[config.mk]
export PLATFORM = sky130hd
export DESIGN_NAME = fe_nodal_value_interpolator
export DESIGN_NICKNAME = d
export VERILOG_FILES = /design/src/fnvi_pkg.sv /design/src/fnvi_seq.sv /design/src/fnvi_node_calc.sv /design/src/fnvi_div_stage.sv /design/src/fe_nodal_value_interpolator.sv
export SDC_FILE = /design/constraint.sdc
export NUM_CORES = 2
export LEC_CHECK = 0
export BUFFER_PORTS_ARGS = -buffer_cell sky130_fd_sc_hd__buf_4
export CORE_ASPECT_RATIO = 1.25
export CORE_MARGIN = 8
export CORE_UTILIZATION = 45
export CTS_BUF_LIST = sky130_fd_sc_hd__clkbuf_4
export DETAILED_ROUTE_END_ITERATION = 10
export PLACE_DENSITY = 0.67
export SLEW_MARGIN = 0
export SYNTH_ARGS = -nofsm -noshare
export SYNTH_HDL_FRONTEND = slang
export SYNTH_SLANG_ARGS = --single-unit
[constraint.sdc]
create_clock -name i_clk -period 22.3 [get_ports i_clk]
set_input_delay 1.115 -clock i_clk [delete_from_list [all_inputs] [get_ports i_clk]]
set_output_delay 1.115 -clock i_clk [all_outputs]
set_load 0.02 [all_outputs]
[src/fnvi_pkg.sv]
// Shared types, constants and node tables for the nodal value interpolator.
// No dependencies; every other file of the block refers to this package.
package fnvi_pkg;

    // Field and datapath sizes
    localparam int VTX_W         = 32;
    localparam int N_VTX         = 8;
    localparam int WORD_W        = 36;   // holds 11 x 2^31 with sign
    localparam int NDIG          = WORD_W / 4;
    localparam int DIV_STAGES    = 3;
    localparam int DIG_PER_STAGE = NDIG / DIV_STAGES;
    localparam int MAX_COPY      = 8;

    // Input item
    typedef struct packed {
        logic [3:0]              elem_kind;
        logic [1:0]              total_order;
        logic [3:0]              copy_count;
        logic signed [VTX_W-1:0] vertex_0;
        logic signed [VTX_W-1:0] vertex_1;
        logic signed [VTX_W-1:0] vertex_2;
        logic signed [VTX_W-1:0] vertex_3;
        logic signed [VTX_W-1:0] vertex_4;
        logic signed [VTX_W-1:0] vertex_5;
        logic signed [VTX_W-1:0] vertex_6;
        logic signed [VTX_W-1:0] vertex_7;
    } t_in_item;

    // Result item
    typedef struct packed {
        logic [4:0]              node_index;
        logic signed [VTX_W-1:0] node_value;
        logic                    last_node;
    } t_out_item;

    // Node layout of one item
    typedef enum logic [3:0] {
        SCH_EDGE3,
        SCH_EDGE4,
        SCH_TRI6,
        SCH_QUAD8,
        SCH_QUAD9,
        SCH_TET10,
        SCH_HEX20,
        SCH_HEX27,
        SCH_PRISM15,
        SCH_PRISM18,
        SCH_EDGE4_P2,
        SCH_COPY
    } t_scheme;

    // Operation for one node
    typedef enum logic [2:0] {
        OP_COPY,
        OP_HALF,
        OP_QUART,
        OP_EIGHTH,
        OP_THIRD,
        OP_NINTH
    } t_op;

    typedef enum logic [1:0] {
        DIV_NONE,
        DIV_3,
        DIV_9
    } t_dsel;

    typedef struct packed {
        t_op        op;
        logic [2:0] a;
        logic [2:0] b;
        logic [2:0] c;
        logic [2:0] d;
    } t_node_op;

    // Sequencer to node arithmetic
    typedef struct packed {
        logic                                valid;
        t_scheme                             scheme;
        logic [4:0]                          k;
        logic                                last;
        logic [N_VTX-1:0][VTX_W-1:0]         vtx;
    } t_node_req;

    // Word travelling through the divider stages
    typedef struct packed {
        logic              valid;
        logic [4:0]        idx;
        logic              last;
        t_dsel             dsel;
        logic              neg;
        logic [3:0]        rem;
        logic [WORD_W-1:0] word;
    } t_dpipe;

    // Scheme from kind and order
    function automatic t_scheme decode_scheme(input logic [3:0] kind,
                                              input logic [1:0] order);
        t_scheme s;
        s = SCH_COPY;
        if (order == 2'd1) begin
            case (kind)
                4'd0:    s = SCH_EDGE3;
                4'd1:    s = SCH_EDGE4;
                4'd2:    s = SCH_TRI6;
                4'd3:    s = SCH_QUAD8;
                4'd4:    s = SCH_QUAD9;
                4'd5:    s = SCH_TET10;
                4'd6:    s = SCH_HEX20;
                4'd7:    s = SCH_HEX27;
                4'd8:    s = SCH_PRISM15;
                4'd9:    s = SCH_PRISM18;
                default: s = SCH_COPY;
            endcase
        end else if (order == 2'd2 && kind == 4'd1) begin
            s = SCH_EDGE4_P2;
        end
        return s;
    endfunction

    // Number of nodes the scheme emits
    function automatic logic [4:0] node_total(input t_scheme s, input logic [3:0] cnt);
        logic [4:0] n;
        case (s)
            SCH_EDGE3:    n = 5'd3;
            SCH_EDGE4:    n = 5'd4;
            SCH_TRI6:     n = 5'd6;
            SCH_QUAD8:    n = 5'd8;
            SCH_QUAD9:    n = 5'd9;
            SCH_TET10:    n = 5'd10;
            SCH_HEX20:    n = 5'd20;
            SCH_HEX27:    n = 5'd27;
            SCH_PRISM15:  n = 5'd15;
            SCH_PRISM18:  n = 5'd18;
            SCH_EDGE4_P2: n = 5'd4;
            default:      n = (cnt > 4'(MAX_COPY)) ? 5'(MAX_COPY) : {1'b0, cnt};
        endcase
        return n;
    endfunction

    // Edge vertex pairs, {a, b}
    function automatic logic [5:0] tri_pair(input logic [3:0] i);
        case (i)
            4'd0:    return {3'd0, 3'd1};
            4'd1:    return {3'd1, 3'd2};
            default: return {3'd2, 3'd0};
        endcase
    endfunction

    function automatic logic [5:0] quad_pair(input logic [3:0] i);
        case (i)
            4'd0:    return {3'd0, 3'd1};
            4'd1:    return {3'd1, 3'd2};
            4'd2:    return {3'd2, 3'd3};
            default: return {3'd3, 3'd0};
        endcase
    endfunction

    function automatic logic [5:0] tet_pair(input logic [3:0] i);
        case (i)
            4'd0:    return {3'd0, 3'd1};
            4'd1:    return {3'd1, 3'd2};
            4'd2:    return {3'd2, 3'd0};
            4'd3:    return {3'd3, 3'd0};
            4'd4:    return {3'd3, 3'd1};
            default: return {3'd3, 3'd2};
        endcase
    endfunction

    function automatic logic [5:0] hex_pair(input logic [3:0] i);
        case (i)
            4'd0:    return {3'd0, 3'd1};
            4'd1:    return {3'd1, 3'd2};
            4'd2:    return {3'd2, 3'd3};
            4'd3:    return {3'd3, 3'd0};
            4'd4:    return {3'd0, 3'd4};
            4'd5:    return {3'd1, 3'd5};
            4'd6:    return {3'd2, 3'd6};
            4'd7:    return {3'd3, 3'd7};
            4'd8:    return {3'd4, 3'd5};
            4'd9:    return {3'd5, 3'd6};
            4'd10:   return {3'd6, 3'd7};
            default: return {3'd4, 3'd7};
        endcase
    endfunction

    function automatic logic [5:0] prism_pair(input logic [3:0] i);
        case (i)
            4'd0:    return {3'd0, 3'd1};
            4'd1:    return {3'd1, 3'd2};
            4'd2:    return {3'd0, 3'd2};
            4'd3:    return {3'd0, 3'd3};
            4'd4:    return {3'd1, 3'd4};
            4'd5:    return {3'd2, 3'd5};
            4'd6:    return {3'd3, 3'd4};
            4'd7:    return {3'd4, 3'd5};
            default: return {3'd3, 3'd5};
        endcase
    endfunction

    // Face vertex quadruples, {a, b, c, d}
    function automatic logic [11:0] hex_face(input logic [3:0] i);
        case (i)
            4'd0:    return {3'd0, 3'd1, 3'd2, 3'd3};
            4'd1:    return {3'd0, 3'd1, 3'd4, 3'd5};
            4'd2:    return {3'd1, 3'd2, 3'd5, 3'd6};
            4'd3:    return {3'd2, 3'd3, 3'd6, 3'd7};
            4'd4:    return {3'd3, 3'd0, 3'd7, 3'd4};
            default: return {3'd4, 3'd5, 3'd6, 3'd7};
        endcase
    endfunction

    function automatic logic [11:0] prism_face(input logic [3:0] i);
        case (i)
            4'd0:    return {3'd0, 3'd1, 3'd4, 3'd3};
            4'd1:    return {3'd1, 3'd2, 3'd5, 3'd4};
            default: return {3'd2, 3'd0, 3'd3, 3'd5};
        endcase
    endfunction

    // Operation and operands for node k of a scheme
    function automatic t_node_op node_op(input t_scheme s, input logic [4:0] k);
        t_node_op   r;
        logic [4:0] o4;
        logic [4:0] o6;
        logic [4:0] o8;
        logic [4:0] o15;
        logic [4:0] o20;
        r   = '{op: OP_COPY, a: k[2:0], b: 3'd0, c: 3'd0, d: 3'd0};
        o4  = k - 5'd4;
        o6  = k - 5'd6;
        o8  = k - 5'd8;
        o15 = k - 5'd15;
        o20 = k - 5'd20;
        case (s)
            SCH_EDGE3: begin
                if (k == 5'd2) begin
                    r.op = OP_HALF; r.a = 3'd0; r.b = 3'd1;
                end
            end
            SCH_EDGE4: begin
                if (k == 5'd2) begin
                    r.op = OP_THIRD; r.a = 3'd0; r.b = 3'd1;
                end else if (k == 5'd3) begin
                    r.op = OP_THIRD; r.a = 3'd1; r.b = 3'd0;
                end
            end
            SCH_EDGE4_P2: begin
                if (k == 5'd2) begin
                    r.op = OP_NINTH; r.a = 3'd0; r.b = 3'd1; r.c = 3'd2;
                end else if (k == 5'd3) begin
                    r.op = OP_NINTH; r.a = 3'd1; r.b = 3'd0; r.c = 3'd2;
                end
            end
            SCH_TRI6: begin
                if (k >= 5'd3) begin
                    r.op = OP_HALF;
                    {r.a, r.b} = tri_pair(4'(k - 5'd3));
                end
            end
            SCH_QUAD8, SCH_QUAD9: begin
                if (k >= 5'd8) begin
                    r.op = OP_QUART; r.a = 3'd0; r.b = 3'd1; r.c = 3'd2; r.d = 3'd3;
                end else if (k >= 5'd4) begin
                    r.op = OP_HALF;
                    {r.a, r.b} = quad_pair(o4[3:0]);
                end
            end
            SCH_TET10: begin
                if (k >= 5'd4) begin
                    r.op = OP_HALF;
                    {r.a, r.b} = tet_pair(o4[3:0]);
                end
            end
            SCH_HEX20, SCH_HEX27: begin
                if (k >= 5'd26) begin
                    r.op = OP_EIGHTH;
                end else if (k >= 5'd20) begin
                    r.op = OP_QUART;
                    {r.a, r.b, r.c, r.d} = hex_face(o20[3:0]);
                end else if (k >= 5'd8) begin
                    r.op = OP_HALF;
                    {r.a, r.b} = hex_pair(o8[3:0]);
                end
            end
            SCH_PRISM15, SCH_PRISM18: begin
                if (k >= 5'd15) begin
                    r.op = OP_QUART;
                    {r.a, r.b, r.c, r.d} = prism_face(o15[3:0]);
                end else if (k >= 5'd6) begin
                    r.op = OP_HALF;
                    {r.a, r.b} = prism_pair(o6[3:0]);
                end
            end
            default: begin
                r.op = OP_COPY;
            end
        endcase
        return r;
    endfunction

    // One decimal-free long division step: v = {rem, digit}, returns {q, rem}
    function automatic logic [7:0] div_digit(input logic [7:0] v, input logic [3:0] d);
        logic [3:0] q;
        logic [7:0] prod;
        logic [7:0] r;
        q = 4'd0;
        for (int j = 1; j < 16; j++) begin
            if (v >= 8'(j) * {4'd0, d}) q = 4'(j);
        end
        prod = {4'd0, q} * {4'd0, d};
        r    = v - prod;
        return {q, r[3:0]};
    endfunction

endpackage

[src/fnvi_seq.sv]
// Item buffering and node sequencer: holds the item being emitted and one waiting item.
// Depends on fnvi_pkg.
module fnvi_seq (
    input  logic                 i_clk,
    input  logic                 i_rst_n,
    input  logic                 start,
    output logic                 busy,
    input  fnvi_pkg::t_in_item   i_item,
    output fnvi_pkg::t_node_req  o_req
);

    logic                                                  r_cur_valid, n_cur_valid;
    logic                                                  r_pend_valid, n_pend_valid;
    logic [fnvi_pkg::N_VTX-1:0][fnvi_pkg::VTX_W-1:0]       r_cur_vtx, n_cur_vtx;
    logic [fnvi_pkg::N_VTX-1:0][fnvi_pkg::VTX_W-1:0]       r_pend_vtx, n_pend_vtx;
    fnvi_pkg::t_scheme                                     r_cur_sch, n_cur_sch;
    fnvi_pkg::t_scheme                                     r_pend_sch, n_pend_sch;
    logic [4:0]                                            r_cur_total, n_cur_total;
    logic [4:0]                                            r_pend_total, n_pend_total;
    logic [4:0]                                            r_k, n_k;

    logic                                                  accept;
    logic                                                  cur_last;
    logic                                                  cur_free;
    fnvi_pkg::t_scheme                                     in_sch;
    logic [4:0]                                            in_total;
    logic [fnvi_pkg::N_VTX-1:0][fnvi_pkg::VTX_W-1:0]       in_vtx;

    // Decode the offered item
    always_comb begin
        in_sch   = fnvi_pkg::decode_scheme(i_item.elem_kind, i_item.total_order);
        in_total = fnvi_pkg::node_total(in_sch, i_item.copy_count);
        in_vtx   = {i_item.vertex_7, i_item.vertex_6, i_item.vertex_5, i_item.vertex_4,
                    i_item.vertex_3, i_item.vertex_2, i_item.vertex_1, i_item.vertex_0};
    end

    assign accept   = start && !r_pend_valid;
    assign cur_last = r_cur_valid && (r_k == r_cur_total - 5'd1);
    assign cur_free = !r_cur_valid || cur_last;
    assign busy     = r_pend_valid;

    // Next state: an item with no nodes is taken and dropped
    always_comb begin
        n_cur_valid  = r_cur_valid;
        n_pend_valid = r_pend_valid;
        n_cur_vtx    = r_cur_vtx;
        n_pend_vtx   = r_pend_vtx;
        n_cur_sch    = r_cur_sch;
        n_pend_sch   = r_pend_sch;
        n_cur_total  = r_cur_total;
        n_pend_total = r_pend_total;
        n_k          = r_k;
        if (r_cur_valid && !cur_last) n_k = r_k + 5'd1;
        if (cur_free) begin
            n_k = 5'd0;
            if (r_pend_valid) begin
                n_cur_valid  = 1'b1;
                n_cur_vtx    = r_pend_vtx;
                n_cur_sch    = r_pend_sch;
                n_cur_total  = r_pend_total;
                n_pend_valid = 1'b0;
            end else if (accept && in_total != 5'd0) begin
                n_cur_valid  = 1'b1;
                n_cur_vtx    = in_vtx;
                n_cur_sch    = in_sch;
                n_cur_total  = in_total;
            end else begin
                n_cur_valid  = 1'b0;
            end
        end else if (accept && in_total != 5'd0) begin
            n_pend_valid = 1'b1;
            n_pend_vtx   = in_vtx;
            n_pend_sch   = in_sch;
            n_pend_total = in_total;
        end
    end

    always_ff @(posedge i_clk) begin
        if (!i_rst_n) begin
            r_cur_valid  <= 1'b0;
            r_pend_valid <= 1'b0;
            r_k          <= 5'd0;
        end else begin
            r_cur_valid  <= n_cur_valid;
            r_pend_valid <= n_pend_valid;
            r_k          <= n_k;
        end
        r_cur_vtx    <= n_cur_vtx;
        r_pend_vtx   <= n_pend_vtx;
        r_cur_sch    <= n_cur_sch;
        r_pend_sch   <= n_pend_sch;
        r_cur_total  <= n_cur_total;
        r_pend_total <= n_pend_total;
    end

    // Node request for the arithmetic stage
    always_comb begin
        o_req.valid  = r_cur_valid;
        o_req.scheme = r_cur_sch;
        o_req.k      = r_k;
        o_req.last   = cur_last;
        o_req.vtx    = r_cur_vtx;
    end

endmodule

[src/fnvi_node_calc.sv]
// Node arithmetic stage: picks the operands of one node and forms its sum, registered.
// Depends on fnvi_pkg.
module fnvi_node_calc #(
    parameter int EFF_W = 32
) (
    input  logic                i_clk,
    input  logic                i_rst_n,
    input  fnvi_pkg::t_node_req i_req,
    output fnvi_pkg::t_dpipe    o_stage
);

    localparam int WW = fnvi_pkg::WORD_W;

    logic signed [WW-1:0] v [fnvi_pkg::N_VTX];
    logic signed [WW-1:0] va, vb, vc, vd;
    logic signed [WW-1:0] sum;
    logic signed [WW-1:0] all8;
    fnvi_pkg::t_node_op   nop;
    fnvi_pkg::t_dpipe     n_stage;
    fnvi_pkg::t_dpipe     r_stage;

    // Sign-extend each vertex from its effective width
    always_comb begin
        for (int i = 0; i < fnvi_pkg::N_VTX; i++) begin
            v[i] = $signed({{(WW - EFF_W){i_req.vtx[i][EFF_W-1]}}, i_req.vtx[i][EFF_W-1:0]});
        end
    end

    // Operand selection and sum
    always_comb begin
        nop  = fnvi_pkg::node_op(i_req.scheme, i_req.k);
        va   = v[nop.a];
        vb   = v[nop.b];
        vc   = v[nop.c];
        vd   = v[nop.d];
        all8 = v[0] + v[1] + v[2] + v[3] + v[4] + v[5] + v[6] + v[7];
        n_stage.valid = i_req.valid;
        n_stage.idx   = i_req.k;
        n_stage.last  = i_req.last;
        n_stage.rem   = 4'd0;
        n_stage.dsel  = fnvi_pkg::DIV_NONE;
        sum           = va;
        case (nop.op)
            fnvi_pkg::OP_COPY:   sum = va;
            fnvi_pkg::OP_HALF:   sum = (va + vb) >>> 1;
            fnvi_pkg::OP_QUART:  sum = (va + vb + vc + vd) >>> 2;
            fnvi_pkg::OP_EIGHTH: sum = all8 >>> 3;
            fnvi_pkg::OP_THIRD: begin
                sum          = (va <<< 1) + vb;
                n_stage.dsel = fnvi_pkg::DIV_3;
            end
            fnvi_pkg::OP_NINTH: begin
                sum          = (va <<< 1) - vb + (vc <<< 3);
                n_stage.dsel = fnvi_pkg::DIV_9;
            end
            default:             sum = va;
        endcase
        // divisions work on the magnitude and truncate toward zero
        n_stage.neg  = (n_stage.dsel != fnvi_pkg::DIV_NONE) && sum[WW-1];
        n_stage.word = n_stage.neg ? WW'(-sum) : WW'(sum);
    end

    always_ff @(posedge i_clk) begin
        if (!i_rst_n) begin
            r_stage.valid <= 1'b0;
        end else begin
            r_stage.valid <= n_stage.valid;
        end
        r_stage.idx  <= n_stage.idx;
        r_stage.last <= n_stage.last;
        r_stage.dsel <= n_stage.dsel;
        r_stage.neg  <= n_stage.neg;
        r_stage.rem  <= n_stage.rem;
        r_stage.word <= n_stage.word;
    end

    assign o_stage = r_stage;

endmodule

[src/fnvi_div_stage.sv]
// One stage of the constant divider (by 3 or 9): three hex digits of long division.
// Depends on fnvi_pkg.
module fnvi_div_stage #(
    parameter int STAGE = 0
) (
    input  logic             i_clk,
    input  logic             i_rst_n,
    input  fnvi_pkg::t_dpipe i_stage,
    output fnvi_pkg::t_dpipe o_stage
);

    localparam int TOP_DIG = fnvi_pkg::NDIG - 1 - STAGE * fnvi_pkg::DIG_PER_STAGE;

    fnvi_pkg::t_dpipe n_stage;
    fnvi_pkg::t_dpipe r_stage;
    logic [3:0]       divisor;
    logic [7:0]       step;

    // Digits from the top down; each quotient digit replaces its dividend digit
    always_comb begin
        n_stage = i_stage;
        divisor = (i_stage.dsel == fnvi_pkg::DIV_9) ? 4'd9 : 4'd3;
        step    = 8'd0;
        if (i_stage.dsel != fnvi_pkg::DIV_NONE) begin
            for (int j = 0; j < fnvi_pkg::DIG_PER_STAGE; j++) begin
                step = fnvi_pkg::div_digit({n_stage.rem, n_stage.word[(TOP_DIG - j) * 4 +: 4]},
                                           divisor);
                n_stage.word[(TOP_DIG - j) * 4 +: 4] = step[7:4];
                n_stage.rem                          = step[3:0];
            end
        end
    end

    always_ff @(posedge i_clk) begin
        if (!i_rst_n) begin
            r_stage.valid <= 1'b0;
        end else begin
            r_stage.valid <= n_stage.valid;
        end
        r_stage.idx  <= n_stage.idx;
        r_stage.last <= n_stage.last;
        r_stage.dsel <= n_stage.dsel;
        r_stage.neg  <= n_stage.neg;
        r_stage.rem  <= n_stage.rem;
        r_stage.word <= n_stage.word;
    end

    assign o_stage = r_stage;

endmodule

[src/fe_nodal_value_interpolator.sv]
// Top level of the nodal value interpolator: sequencer, node arithmetic, divider, output.
// Depends on fnvi_pkg, fnvi_seq, fnvi_node_calc and fnvi_div_stage.
//
// Usage
//   Input: an item (element kind, order, copy count, eight vertex values) is taken
//   at a rising edge where start is high and busy is low. One item is being emitted
//   while a second may wait in a holding register; busy is high while that holding
//   register is full.
//   Output: each nodal value is shown on o_result for one cycle with o_strobe high,
//   in node order, last_node marking the final node of the item. An item with no
//   nodes (pass-through with a copy count of zero) is taken and gives nothing.
//   Path: each node passes in order through the sequencer, the sum stage, three
//   divider stages and the output register.
//   Throughput: one node per cycle; an item of N nodes gives N results (27 for the
//   largest element), and items follow each other without gaps.
//   The node rate is set by the single node counter in the sequencer.
//   Reset (synchronous, active low) empties both item registers and the pipeline.
//   The receiver cannot stall: results leave whenever o_strobe is high.
module fe_nodal_value_interpolator #(
    parameter int VALUE_WIDTH = 32
) (
    input  logic                 i_clk,
    input  logic                 i_rst_n,
    input  logic                 start,
    output logic                 busy,
    input  fnvi_pkg::t_in_item   i_item,
    output logic                 o_strobe,
    output fnvi_pkg::t_out_item  o_result
);

    localparam int EFF_W = (VALUE_WIDTH < fnvi_pkg::VTX_W) ? VALUE_WIDTH : fnvi_pkg::VTX_W;
    localparam int WW    = fnvi_pkg::WORD_W;
    localparam logic signed [WW-1:0] SAT_HI = WW'((64'sd1 <<< (EFF_W - 1)) - 64'sd1);
    localparam logic signed [WW-1:0] SAT_LO = -SAT_HI - WW'(1);

    fnvi_pkg::t_node_req  req;
    fnvi_pkg::t_dpipe     pipe [fnvi_pkg::DIV_STAGES + 1];
    fnvi_pkg::t_dpipe     tail;
    logic signed [WW-1:0] value;
    logic signed [WW-1:0] clipped;
    logic                 r_strobe;
    fnvi_pkg::t_out_item  r_result, n_result;

    fnvi_seq u_seq (
        .i_clk   (i_clk),
        .i_rst_n (i_rst_n),
        .start   (start),
        .busy    (busy),
        .i_item  (i_item),
        .o_req   (req)
    );

    fnvi_node_calc #(
        .EFF_W (EFF_W)
    ) u_calc (
        .i_clk   (i_clk),
        .i_rst_n (i_rst_n),
        .i_req   (req),
        .o_stage (pipe[0])
    );

    // Divider pipeline
    for (genvar s = 0; s < fnvi_pkg::DIV_STAGES; s++) begin : g_div
        fnvi_div_stage #(
            .STAGE (s)
        ) u_div (
            .i_clk   (i_clk),
            .i_rst_n (i_rst_n),
            .i_stage (pipe[s]),
            .o_stage (pipe[s+1])
        );
    end

    assign tail = pipe[fnvi_pkg::DIV_STAGES];

    // Restore sign and saturate to the value width
    always_comb begin
        value = $signed(tail.word);
        if (tail.neg) value = -$signed(tail.word);
        if (value > SAT_HI) begin
            clipped = SAT_HI;
        end else if (value < SAT_LO) begin
            clipped = SAT_LO;
        end else begin
            clipped = value;
        end
        n_result.node_index = tail.idx;
        n_result.node_value = clipped[fnvi_pkg::VTX_W-1:0];
        n_result.last_node  = tail.last;
    end

    // Output register
    always_ff @(posedge i_clk) begin
        if (!i_rst_n) begin
            r_strobe <= 1'b0;
        end else begin
            r_strobe <= tail.valid;
        end
        r_result <= n_result;
    end

    assign o_strobe = r_strobe;
    assign o_result = r_result;

endmodule

---- After elaboration in Yosys (flattened, before gate mapping) ----
Memories as Yosys holds them, arrays and structs flattened.
Cells that the tools add are included.
word-level totals
  memories ................................ 3
  output and inout bits ................... 40
  ROM bits ................................ 208
  bits in registers ....................... 766
  word-level logic and storage cells ...... 562
  input bits .............................. 269
cells by class
  equal/unequal tests ..................... 44
  $mul .................................... 41
  magnitude comparators ................... 149
  add/subtract/negate cells ............... 31
  reductions and logical operators ........ 29
  mux-type cells .......................... 207
  bitwise gates (word level) .............. 6
memories
  memory            words  bits a word  read ports  clocked after Yosys merged registers in  write ports  line             source
  (name not given)  16     6            1           0                                        0            fnvi_pkg.sv:171  case (i)
  (name not given)  16     4            1           0                                        0            fnvi_pkg.sv:102  case (kind)
  (name not given)  8      6            1           0                                        0            fnvi_pkg.sv:188  case (i)
operators by type and width
  cell                 count
  $mux 256             2
  $ge 8x8->1           56
  $bmux 36 s3          4
  $mux 36              10
  $mux 4               88
  $ge 8x7->1           32
  $add 36x32->36       5
  $add 36x36->36       5
  $pmux 36 s5          1
  $ge 8x6->1           16
  $mux 3               37
  $mul 4x4->8 const A  12
  $mul 3x4->7 const A  12
  $mux 12              6
  $neg 36->36          2
  $ge 8x4->1           8
  $ge 8x5->1           8
  $pmux 12 s5          1
  $ge 4x8->1           7
  $mul 2x4->6 const A  9
  $pmux 5 s10          1
  $pmux 6 s8           1
  $mux 9               5
  $mux 7               6
  56 further kinds     173

---- Logic depth before layout (Yosys ltp) ----
  depth after elaboration ................. 60
  depth in mapped cells ................... 57
  gate-level depth less buffers ........... 55

---- Cells and area by module ----
A second synthesis with hierarchy kept.
unflattened totals
  cells, all modules ...................... 6488
  area, all modules ....................... 63739.9 µm²
modules (own cells, without submodules)
  module                       sequential area each (µm²)  area each (µm²)  cells an instance  times used
  fnvi_node_calc               920.9                       29268.1          3909               1
  fnvi_seq                     16055.4                     19816.5          923                1
  fnvi_div_stage               1001.0                      4090.2           466                3
  fe_nodal_value_interpolator  780.7                       2384.8           258                1

---- Least setup slack after synthesis ----
Ideal clock, no wire load.
  path kind ............................... input-to-reg
  start ................................... in i_item[263] (netlist name)
  end ..................................... reg u_seq.r_pend_sch[0], enable pin
  required time ........................... 21083 ps
  arrival ................................. 20482 ps
  setup slack ............................. 601 ps
  stages on the path ...................... 8
  library setup time ...................... 1217 ps
  buffers on the path ..................... 1
  path through ............................ clkbuf_1 or2_2 o32a_1 o32ai_1 inv_1 o211ai_1 o31ai_1 nor3_1
on the way
  longest elaborated chain between the ends .. 10
  elaborated cells on any way between the ends .. 21
  those cells by class .................... eq/ne (11); mux (3); reduce/logical (6); memory (1)
RTL lines
  element                                                               line                               source
  start: declaration                                                    fe_nodal_value_interpolator.sv:26  input fnvi_pkg::t_in_item i_item,
  parallel branches: the longest is 3 deep, another holds $mem_v2 16x4  --
  $mux 4 (*)                                                            fnvi_pkg.sv:101                    if (order == 2'd1) begin
  net u_seq.in_sch[0]                                                   fnvi_seq.sv:25                     fnvi_pkg::t_scheme in_sch;
  $eq 4x1->1 / $eq 4x4->1 (equally long branches)                       fnvi_pkg.sv:124                    case (s)
  $reduce_or 2->1 (no line)                                             --
  $pmux 5 s10 (*)                                                       fnvi_pkg.sv:124
  net u_seq.in_total[0]                                                 fnvi_seq.sv:26                     logic [4:0] in_total;
  $reduce_bool 5->1 (*)                                                 fnvi_seq.sv:70                     end else if (accept && in_total != 5'd0) begin
  $logic_and 1x1->1 (*)                                                 fnvi_seq.sv:70
  $reduce_and 2->1 (no line) (*)                                        --
  end signal: assignment                                                fnvi_seq.sv:91                     r_pend_sch <= n_pend_sch;
  end: declaration                                                      fnvi_seq.sv:17                     fnvi_pkg::t_scheme r_pend_sch, n_pend_sch;
Mark *: on every way through the listed nets, which the timed path passes.
A chain may end at the register's enable or synchronous reset.

==> impl_metrics.json <==
{
  "synth_edf_count": 530,
  "syn-cell-area_um2": 60200,
  "yosysMostFrequentCell": "nand2_1",
  "synth_flop_cell": "edfxtp_1",
  "grt_pass1_vias": 51400,
  "register_area_um2": 20600,
  "yosysTopAreaCell": "edfxtp_1",
  "setup_ws_ps": 9720,
  "io_pins": 309,
  "ant_nets": 0,
  "tns_ps": 0,
  "first_pass_iters": 6,
  "crit_path_top_delay_cell": "xnor2_1",
  "die_x_um": 343,
  "place_congestion": 0.989,
  "synth_cell_types": 102,
  "post_dp_cell_area_um2": 64300,
  "rsz0062_at_grt": "false",
  "avgSynthCellArea_um2": 9.19,
  "setup_viol": 0,
  "fmax_ghz": 0.0795,
  "tritoncts": "built",
  "worst_pin_slew_ps": 1190,
  "antenna_found_initial": 4,
  "r2r-start": "g_div[0].u_div.o_stage[42]",
  "clock_path_buffers": 3,
  "arrival_ps": 13540,
  "hold_path.class": "input port to register",
  "netlist_top_cells_area": "edfxtp_1 26%, fa_1 8.4%, dfxtp_1 7.8%, ha_1 7.7%, nand2_1 6.6%",
  "grt_max_degree": 150,
  "synthCells": 6551,
  "cts-root-buf": "clkbuf_4",
  "drtIter0Drc": 4003,
  "clk_latency_ps": 1140,
  "gr-usage-all-layers_pct": 25.2,
  "htree_levels": 4,
  "fin_crit_ps": 12580,
  "start_util_pct": 45.2,
  "routed-via-count": 51700,
  "ff2ff_path_depth": 52,
  "grt_pass1_wl_mm": 291,
  "synthArstFlopShare_pct": 0,
  "drc": 0,
  "hold_viol": 0,
  "cpPeakStageDelay_ps": 650,
  "synth_commonest_cells": "1056 x nand2_1, 530 x edfxtp_1, 476 x inv_1",
  "multi_input_area_um2": 36800,
  "drive_gt1_share_pct": 14.9,
  "area_growth_pct": 13.8,
  "reg2reg_setup_slack_ps": 9720,
  "critPathCaptureType": "register",
  "start_kind": "register",
  "ys_ff_latch": 766,
  "grt-ovfl-total": 0,
  "wirelength_mm": 189,
  "yosysTopAreaCellShare_pct": 26.4,
  "slew_headroom_pct": 20.7,
  "portBuffers": 308,
  "post-cts-setup-buffer-count": 0,
  "die_area_um2": 146000,
  "clk_pin_slew_worst_paths_ps": 70,
  "fill_cells": 12100,
  "pre_cts_ws_ps": 10030,
  "wire_per_inst_um": 21.2,
  "core_area_um2": 133000,
  "cts.sinks": 766,
  "synth_warnings": 0,
  "via_per_inst": 5.83,
  "worst_r2r_endpoint": "g_div[1].u_div.o_stage[39]",
  "dpl.hpwl_mm": 142,
  "die_h_um": 425,
  "path_class": "register to register",
  "max_cap_viol_count": 0,
  "design_area_um2": 68500,
  "status": "finished, final reports clean",
  "clock_skew_ps": 73.7,
  "slew_viol_final": 0,
  "critPathMaxFanout": 20,
  "finalNetCount": 7893,
  "endpoint": "g_div[1].u_div.o_stage[39]",
  "synth_nets": 7441,
  "row_count": 150,
  "cp_data_required_time_ps": 23260,
  "cts_buffers": 184,
  "startpoint": "g_div[0].u_div.o_stage[42]",
  "period_share_pct": 56.4,
  "ys_seq_area_share_pct": 34.3
}
cell families (layout without fill, tap and decap cells):
logic type | after synthesis | count (layout) | synth area share (%)
flops | 766 | 766 | 34.3
mux | 454 | 454 | 8.22
fa+ha+maj | 621 | 621 | 16.0
compound gates | 1426 | 1426 | 15.4
other cells | 0 | 4 | 0
xor+xnor | 287 | 287 | 4.20
buf+inv | 782 | 1358 | 4.98
simple gates | 2215 | 2215 | 16.9
cell usage in the layout (no fill, tap or decap), types with 61 or more instances in the layout:
cell | synthesis | final
and3_1 | 89 | 88
a21o_1 | 89 | 88
nand3_1 | 353 | 350
o211ai_1 | 71 | 71
o21ai_0 | 360 | 360
buf_4 | 5 | 379
xnor2_1 | 162 | 162
ha_1 | 369 | 369
nor2b_1 | 65 | 65
a311oi_1 | 61 | 61
edfxtp_1 | 530 | 530
nor3_1 | 79 | 78
mux2i_1 | 127 | 127
xor2_1 | 124 | 124
dfxtp_1 | 236 | 235
clkbuf_4 | 0 | 249
inv_1 | 476 | 476
fa_1 | 252 | 252
nor2_1 | 289 | 286
dlygate4sd3_1 | 0 | 189
a21oi_1 | 300 | 298
mux2_2 | 326 | 326
nand2_1 | 1056 | 1054
a31oi_1 | 113 | 112
repair_timing:
item	CTS	global route
hold endpoints to repair	189	0
hold buffers	189	0
setup endpoints to repair	0	0
gates resized for setup	0	0
layer usage:
metal | vias up | part of all wire [%] | track usage [%]
met5 | - | 0 | 0
met4 | 0 | 5.7 | 13.7
met3 | 513 | 6.7 | 4.40
met2 | 2098 | 49 | 43.7
met1 | 24700 | 39 | 29.4
li1 | 24400 | - | -
per-stage QoR:
step	std cells	util [%]	hold slack, ps
2_1_floorplan	6551	-	310
3_3_place_gp	8376	48.2	310
3_5_place_dp	8376	48.2	312
4_1_cts	8875	51.4	0.109
5_1_grt	8879	51.4	57.6
6_report	8879	51.4	195
sequential cells by signal, indices dropped and copies added, names as in the netlist:
register	cells
u_seq.r_pend_vtx	256
u_calc.o_stage	46
u_seq.r_cur_sch	4
u_seq.r_k	5
o_result	38
u_seq.r_pend_total	5
u_seq.busy	1
u_seq.r_cur_total	5
u_seq.o_req	256
g_div.u_div.o_stage	144
u_seq.r_pend_sch	4
u_seq.r_cur_valid	1
o_strobe	1
critical path: cells and delay by family (launching register included):
kind	cells	cell delay, ps
xor+xnor	6	1480
buf+inv	9	1430
compound gates	22	4200
flops	1	380
fa+ha+maj	11	4250
simple gates	4	660
area by class of cell:
| class | instances | area share, % |
|---|---|---|
| multi-input cells | 5003 | 53.7 |
| flip-flops and latches | 766 | 30.1 |
| repair buffers | 570 | 6.97 |
| well taps | 1748 | 3.19 |
| clock buffers | 249 | 2.73 |
| inverters | 478 | 2.62 |
| clock inverters | 61 | 0.679 |
| diodes | 4 | 0.0146 |
how the worst min path moves through the flow:
stage,start,to,slack (ps),cells past startpoint
after floorplan,u_calc.o_stage[0],g_div[0].u_div.o_stage[0],310,0
after global placement,g_div[1].u_div.o_stage[16],g_div[2].u_div.o_stage[16],310,0
after detailed placement,u_calc.o_stage[0],g_div[0].u_div.o_stage[0],310,0
after CTS,i_item[130],u_seq.r_pend_vtx[98],0.1,1
after global routing,i_item[226],u_seq.r_pend_vtx[2],60,1
final,i_item[95],u_seq.r_pend_vtx[191],190,1
Power is left out: the tool's default activity adds up to more than one toggle a clock period on the data nets, which glitch-free logic cannot reach.
